`config.mk`:
```
export PLATFORM = sky130hd
export DESIGN_NAME = sorted_state_table_with_item_lists
export DESIGN_NICKNAME = d
export VERILOG_FILES = /design/src/rtl/core/sst_pkg.sv /design/src/rtl/core/sorted_state_table_with_item_lists.sv /design/src/rtl/core/sst_ram.sv
export SDC_FILE = /design/constraint.sdc
export NUM_CORES = 2
export LEC_CHECK = 0
export BUFFER_PORTS_ARGS = -buffer_cell sky130_fd_sc_hd__buf_2
export CAP_MARGIN = 40
export CORE_AREA = 2 2 372 374
export DETAILED_ROUTE_END_ITERATION = 8
export DIE_AREA = 0 0 374 376
export PLACE_DENSITY = 0.76
export SYNTH_ARGS = -nofsm -noshare
export SYNTH_HDL_FRONTEND = slang
export SYNTH_SLANG_ARGS = --single-unit
```
`constraint.sdc`:
```
create_clock -name clk -period 4.8 [get_ports clk]
set_input_delay 0.24 -clock clk [delete_from_list [all_inputs] [get_ports clk]]
set_output_delay 0.24 -clock clk [all_outputs]
set_load 0.005 [all_outputs]
```
`src/rtl/core/sst_pkg.sv`:
```
// ----------------------------------------------------------------------------
// sst_pkg
// shared constants for the sorted state table
// ----------------------------------------------------------------------------
package sst_pkg;
  localparam int KEY_DEPTH  = 64;
  localparam int ITEM_DEPTH = 256;
  localparam int KAW = $clog2(KEY_DEPTH);
  localparam int IAW = $clog2(ITEM_DEPTH);
  localparam int KEY_W = 20;
  localparam int HEAD_W = IAW + 1;
  localparam int ENT_W = KEY_W + HEAD_W;
  localparam int PAY_W = 48;
  localparam int ITEM_W = PAY_W + HEAD_W;

  localparam logic [1:0] ST_FOUND    = 2'd0;
  localparam logic [1:0] ST_INSERTED = 2'd1;
  localparam logic [1:0] ST_POOLFULL = 2'd2;
  localparam logic [1:0] ST_KEYFULL  = 2'd3;

  localparam logic [HEAD_W-1:0] HEAD_EMPTY = HEAD_W'(ITEM_DEPTH);
endpackage

```
`src/rtl/core/sorted_state_table_with_item_lists.sv`:
```
// ----------------------------------------------------------------------------
// sorted_state_table_with_item_lists
// binary search over a sorted key ram, insert by shifting, item list push
// ----------------------------------------------------------------------------
// timing: done follows s search steps (s <= log2(KEY_DEPTH)+1, none on an
// empty table); an insert adds a read and a write for each of m shifted
// entries; a full item pool answers in the cycle after accept
// transactions: one at a time; the next
// transaction can be accepted in the cycle its predecessor's result is strobed
// reset: synchronous, clears key and item counts; rams are not cleared;
// results are strobed for one cycle; the receiver cannot stall
module sorted_state_table_with_item_lists (
  input  logic        clk,
  input  logic        rst,
  input  logic        start,
  output logic        busy,
  input  logic [7:0]  shader_id,
  input  logic [11:0] atom_texture,
  input  logic [11:0] replace_texture,
  input  logic        use_replace,
  input  logic [15:0] model_handle,
  input  logic [15:0] atom_handle,
  input  logic [15:0] xform_handle,
  output logic        done,
  output logic [1:0]  status,
  output logic [5:0]  key_slot,
  output logic [7:0]  item_slot,
  output logic [8:0]  prior_head
);
  localparam int KAW = sst_pkg::KAW;
  localparam int KCW = KAW + 1;
  localparam int ICW = sst_pkg::IAW + 1;

  localparam logic [2:0] S_IDLE  = 3'd0;
  localparam logic [2:0] S_SRD   = 3'd1;
  localparam logic [2:0] S_SCMP  = 3'd2;
  localparam logic [2:0] S_CHK   = 3'd3;
  localparam logic [2:0] S_SHRD  = 3'd4;
  localparam logic [2:0] S_SHWR  = 3'd5;
  localparam logic [2:0] S_FIN   = 3'd6;

  logic [2:0] state;
  logic [KCW-1:0] key_count, lo, hi, idx;
  logic [ICW-1:0] item_count;
  logic [sst_pkg::KEY_W-1:0] key;
  logic [sst_pkg::PAY_W-1:0] pay;

  // key and item ram port signals
  logic kwe;
  logic [KAW-1:0] kwaddr, kraddr;
  logic [sst_pkg::ENT_W-1:0] kwdata, krdata;
  logic iwe;
  logic [sst_pkg::ITEM_W-1:0] iwdata;

  sst_ram #(.WIDTH(sst_pkg::ENT_W), .DEPTH(sst_pkg::KEY_DEPTH)) u_key (
    .clk(clk), .we(kwe), .waddr(kwaddr), .wdata(kwdata),
    .raddr(kraddr), .rdata(krdata)
  );

  sst_ram #(.WIDTH(sst_pkg::ITEM_W), .DEPTH(sst_pkg::ITEM_DEPTH)) u_item (
    .clk(clk), .we(iwe), .waddr(item_count[sst_pkg::IAW-1:0]), .wdata(iwdata),
    .raddr(item_count[sst_pkg::IAW-1:0]), .rdata()
  );

  logic [KCW-1:0] mid;
  assign mid = lo + ((hi - lo) >> 1);
  assign busy = (state != S_IDLE);

  logic [sst_pkg::KEY_W-1:0] rkey;
  logic [sst_pkg::HEAD_W-1:0] rhead;
  assign rkey  = krdata[sst_pkg::ENT_W-1:sst_pkg::HEAD_W];
  assign rhead = krdata[sst_pkg::HEAD_W-1:0];

  // in the first FIN the read data holds slot lo; after a shift idx is below key_count
  logic found;
  assign found = (idx == key_count) && (lo < key_count) && (rkey == key);

  // FIN writes both rams on a key hit, or on an insert with no shift left to do
  logic commit;
  assign commit = found || ((key_count < KCW'(sst_pkg::KEY_DEPTH)) && !(idx > lo));

  // ram address and write control
  always_comb begin
    kwe = 1'b0;
    kwaddr = lo[KAW-1:0];
    kwdata = krdata;
    kraddr = mid[KAW-1:0];
    iwe = 1'b0;
    iwdata = {pay, rhead};
    unique case (state)
      S_CHK: kraddr = lo[KAW-1:0];
      S_SHRD: kraddr = idx[KAW-1:0] - KAW'(1);
      S_SHWR: begin
        kwe = 1'b1;
        kwaddr = idx[KAW-1:0];
      end
      S_FIN: begin
        kwe = commit;
        kwaddr = lo[KAW-1:0];
        kwdata = {key, sst_pkg::HEAD_W'(item_count)};
        iwe = commit;
        iwdata = {pay, found ? rhead : sst_pkg::HEAD_EMPTY};
      end
      default: ;
    endcase
  end

  // control sequencer
  always_ff @(posedge clk) begin
    done <= 1'b0;
    if (rst) begin
      state <= S_IDLE;
      key_count <= '0;
      item_count <= '0;
    end else begin
      unique case (state)
        S_IDLE: if (start) begin
          key <= {shader_id, use_replace ? replace_texture : atom_texture};
          pay <= {model_handle, atom_handle, xform_handle};
          lo <= '0;
          hi <= key_count;
          if (item_count >= ICW'(sst_pkg::ITEM_DEPTH)) begin
            done <= 1'b1;
            status <= sst_pkg::ST_POOLFULL;
            key_slot <= '0; item_slot <= '0; prior_head <= '0;
          end else state <= (key_count == '0) ? S_CHK : S_SRD;
        end
        S_SRD: state <= S_SCMP;
        S_SCMP: begin
          if (rkey < key) lo <= mid + KCW'(1);
          else hi <= mid;
          state <= ((rkey < key) ? (mid + KCW'(1) < hi) : (lo < mid)) ? S_SRD : S_CHK;
        end
        S_CHK: state <= S_FIN;
        default: ;
      endcase
      // after the read of slot lo: found, key table full or insert; then the shift
      unique case (state)
        S_FIN: begin
          if (found) begin
            done <= 1'b1;
            status <= sst_pkg::ST_FOUND;
            key_slot <= 6'(lo);
            item_slot <= 8'(item_count);
            prior_head <= 9'(rhead);
            item_count <= item_count + ICW'(1);
            state <= S_IDLE;
          end else if (key_count >= KCW'(sst_pkg::KEY_DEPTH)) begin
            done <= 1'b1;
            status <= sst_pkg::ST_KEYFULL;
            key_slot <= '0; item_slot <= '0; prior_head <= '0;
            state <= S_IDLE;
          end else if (idx > lo) begin
            state <= S_SHRD;
          end else begin
            done <= 1'b1;
            status <= sst_pkg::ST_INSERTED;
            key_slot <= 6'(lo);
            item_slot <= 8'(item_count);
            prior_head <= 9'(sst_pkg::HEAD_EMPTY);
            item_count <= item_count + ICW'(1);
            key_count <= key_count + KCW'(1);
            state <= S_IDLE;
          end
        end
        S_SHRD: state <= S_SHWR;
        S_SHWR: begin
          idx <= idx - KCW'(1);
          state <= (idx - KCW'(1) > lo) ? S_SHRD : S_FIN;
        end
        S_CHK: idx <= key_count;
        default: ;
      endcase
    end
  end
endmodule

```
`src/rtl/core/sst_ram.sv`:
```
// ----------------------------------------------------------------------------
// sst_ram
// generic single-port write, single-port read ram with registered read
// ----------------------------------------------------------------------------
module sst_ram #(
  parameter int WIDTH = 8,
  parameter int DEPTH = 16
) (
  input  logic                     clk,
  input  logic                     we,
  input  logic [$clog2(DEPTH)-1:0] waddr,
  input  logic [WIDTH-1:0]         wdata,
  input  logic [$clog2(DEPTH)-1:0] raddr,
  output logic [WIDTH-1:0]         rdata
);
  logic [WIDTH-1:0] mem [DEPTH];

  // write and registered read
  always_ff @(posedge clk) begin
    if (we) mem[waddr] <= wdata;
    rdata <= mem[raddr];
  end
endmodule

```
==> results.md <==
- The fill cell total of the finished layout is 8277.
- Setup repair after global routing could not meet its margin everywhere.
- Counting I/O delays and the setup requirement, the final critical path takes 4810 ps.
- The iteration count of the initial detailed-routing pass is 6.
- The net total in the final layout is 4407.
- The endpoint identified for the worst register-to-register timing path is u_key.rdata[27].
- Entering global routing, the biggest net connects 90 pins.
- 0 antenna diodes ended up in the layout.
- The total length of routed wires is 208 mm.
- The worst reg-to-reg path cell count is 17.
- The share of synthesized area in the top cell type comes to 0.746.
- Compared with the post-synthesis result, the final layout area differs by 16.9%.
- Of the total synthesized cell area, the portion taken by full adders, half adders and majority gates is 0.0118.
- The H-tree was split into 4 levels.
- The layout cell share with drive strength beyond 1 is 0.295.
- The fmax is 208 MHz.
- TritonCTS built the clock tree.
- The final number of hold-violating endpoints is 0.
- In this run the count of I/O pins placed on the die edge is 111.
- Before CTS, the worst setup slack after placement is 8.43 ps.
- The worst hold path belongs to the class input pin to flip-flop.
- The post-route core utilization is 0.662.
- For hold timing, the worst endpoint is key[18].
- By area, the combinational part of the netlist is dominated by multiplexers.
- Counting the buffers created by CTS gives 187.
- In the post-synthesis netlist, the biggest area contributors are edfxtp_1 75%, mux4_2 14%, a22oi_1 1.7%.
- Of all cell types, the one taking the most synthesized area is edfxtp_1.
- The placeable core region is 137000 sq um.
- In this run, synthesis inferred 1922 flip-flops with an integrated enable.
- The clock insertion delay at the later pin of the skew report is 860 ps.
- The worst pin sits at a relative slew slack of 0.380.
- Setup violations remaining at the end of the flow were counted as 1.
- The library cell used as clock root buffer is clkbuf_16.
- The actual transition at the worst max-transition pin is 927 ps.
- Measured against the total synthesized area, the mux share comes to 0.138.
- The kind of capture point of the worst setup path is a flip-flop.
- The count of input and output buffers is 62.
- The tool flagged a number of max-cap violations equal to 0.
- The number of different library cells used by synthesis comes to 60.
- For the worst setup path, the data arrival time is 5520 ps.
- The HPWL after detailed placement is 115 mm.
- The footprint of the multi-input gates is 18700 sq um.
- The initial antenna violation count is 3.
- The first global-routing pass estimated 294 mm of wire.
- The worst setup path is of the flip-flop to flip-flop kind.
- Of the total synthesized cell area, the portion taken by XOR and XNOR cells is 0.00351.
- After clock tree synthesis, the clock-pin slew on the worst setup and hold paths is 70 ps.
- Of all nets on the critical path, the largest fanout is 15.
- The number of clock sinks seen by CTS is 1971.
- The die is 374 um wide.
- After synthesis the netlist holds a flip-flop and latch count of 1971.
- The final weighted congestion of routability-driven global placement is 0.951.
- Of the available clock period, the critical path in the final layout requires 1.00.
- The run finished, with violations left.
- The average instance in the mapped netlist occupies 20.0 sq um.
- The worst hold slack across all endpoints is 97.0 ps.
- The instance count of the mapped netlist is 3873.
- The origin of the critical flop-to-flop path is hi[0].
- The all-layer global routing usage is 0.294.
- The via count of the first global-routing pass was 42100.
- The net count after synthesis is 4029.
- The final route contains 42200 vias.
- The register area is 58700 sq um.
- The compound-cell area share of the yosys netlist was 0.0340.
- The total count of max-transition violations in the final report is 0.
- The checks that failed: negative setup slack.
- The detail-routed via count per cell is 6.81.
- The cell area that synthesis handed to floorplanning was 77400 sq um.
- The synthesized-area fraction occupied by and/or/nand/nor cells is 0.0399.
- Data on the critical path is required at its endpoint by 5520 ps.
- The die is 376 um tall.
- The worst register-to-register path has a setup slack of -6 ps.
- The total number of yosys warnings is 0.
- Among all flip-flop cells after synthesis, the most frequent one is edfxtp_1.
- For this block, the initial DRC count from the detailed router was 6430.
- The number of cell rows is 136.
- Once detail routing completed, the nets flagged for antenna violations numbered 0.
- The total overflow left after global routing is 0.
- Dividing the detail-routed wire length by the instance count gives 33.6 um.
- Counting instances, the worst hold path has a depth of 2.
- In the final timing run, aggregate negative setup slack is -6.05 ps.
- The fraction of the yosys area taken by sequential cells is 0.759.
- On the final layout, the worst clock skew is 55.1 ps.
- Of all flip-flops after synthesis, the portion carrying an async set or reset was 0.
- The die footprint is 141000 sq um.
- The startpoint type of the worst setup path is a flip-flop.
- The detailed-route DRC error count is 0.
- The final worst-path setup slack is -6.05 ps.
- For this configuration, the core starts out at a cell density of 0.566.
- In this run the deepest clock path goes through 3 buffers.
- The worst min-delay path startpoint is shader_id[6].
-- sequential cells by signal, indices dropped and copies added, names as in the netlist --
signal and flops:
done 1, idx 7, state 3, key_count 7, prior_head 9, item_count 9, lo 7, hi 7
key_slot 6, u_key.mem 1856, key 20, u_key.rdata 29, status 2, item_slot 8
-- stage by stage --
step	instances	instance area, sq um
floorplan	3873	77400
CTS	6184	89700
detailed placement	5803	83300
global route	6203	90500
global placement	5788	83000
finish	6203	90500
-- cell usage in the layout, fill, tap and decap left out, types with 41 or more instances in the layout --
cell,count
clkbuf_1,41
buf_2,62
inv_1,63
buf_12,94
dfxtp_1,49
edfxtp_1,1922
mux4_2,464
ha_1,69
buf_4,177
nand2_1,227
a22oi_1,141
nand3_1,215
clkbuf_16,195
-- critical path: stages (launching register included) --
cell and delay [ps]:
edfxtp_1 390, nand2b_1 190, fa_1 560, ha_2 220, inv_1 70, fa_2 480, and3_1 160, a221o_1 290
a311oi_4 270, buf_6 160, buf_12 210, buf_16 200, buf_4 160, mux4_2 320, a22oi_1 430, nand3_1 150
a22oi_1 250, nand2_1 100
-- synthesized netlist by cell type, drive strengths merged, types with 8 or more instances --
cell type and count:
mux2 16, edfxtp 1922, inv 63, nor2b 10
o21a 15, nor2 71, a21o 23, nand3 248
and3 9, dfxtp 49, or3 9, and2 9
nor3 41, xnor2 23, mux4 464, a21oi 40
a22o 23, nand2 233, buf 106, o21ai 55
nand4 9, clkbuf 105, a22oi 176, xor2 8
ha 70
-- kinds of logic after synthesis --
group,count (synthesis)
flops,1971
simple gates,667
mux,482
compound gates,375
buf+inv,275
fa+ha+maj,72
xor+xnor,31
-- cell type report --
class                   count  share of cell area
clock buffers             237              0.0549
clock inverters           110              0.0118
inverters                  64             0.00266
multi-input cells        1627               0.207
flip-flops and latches   1971               0.649
well taps                1794              0.0248
repair buffers            400              0.0503
-- routing by layer --
metal,routed length (um),share of wire,global-route usage
met5,0,0,0
met3,24400,0.12,0.0712
met1,72700,0.35,0.387
met2,101000,0.49,0.469
met4,9940,0.048,0.133
-- timing repair --
item | 4_1_cts | 5_1_grt
buffers inserted | 0 | 9
hold buffers | 34 | 0
pin swaps | 0 | 11
resized for setup | 7 | 83
setup endpoints to repair | 6 | 37
gates cloned | 0 | 7
endpoints found under the hold margin | 62 | 0
-- how the worst max path moves through the flow --
stage	startpoint	endpoint	depth (start not counted)
5_1_grt	hi[0]	u_key.rdata[12]	18
4_1_cts	hi[0]	u_key.rdata[15]	17
6_report	hi[0]	u_key.rdata[27]	17
2_1_floorplan	lo[1]	u_key.mem[1][0]	11
3_5_place_dp	hi[0]	u_key.rdata[0]	16
3_3_place_gp	hi[0]	u_key.rdata[0]	16
Power is left out: the tool's default activity adds up to more than one toggle a clock period on the data nets, which glitch-free logic cannot reach.
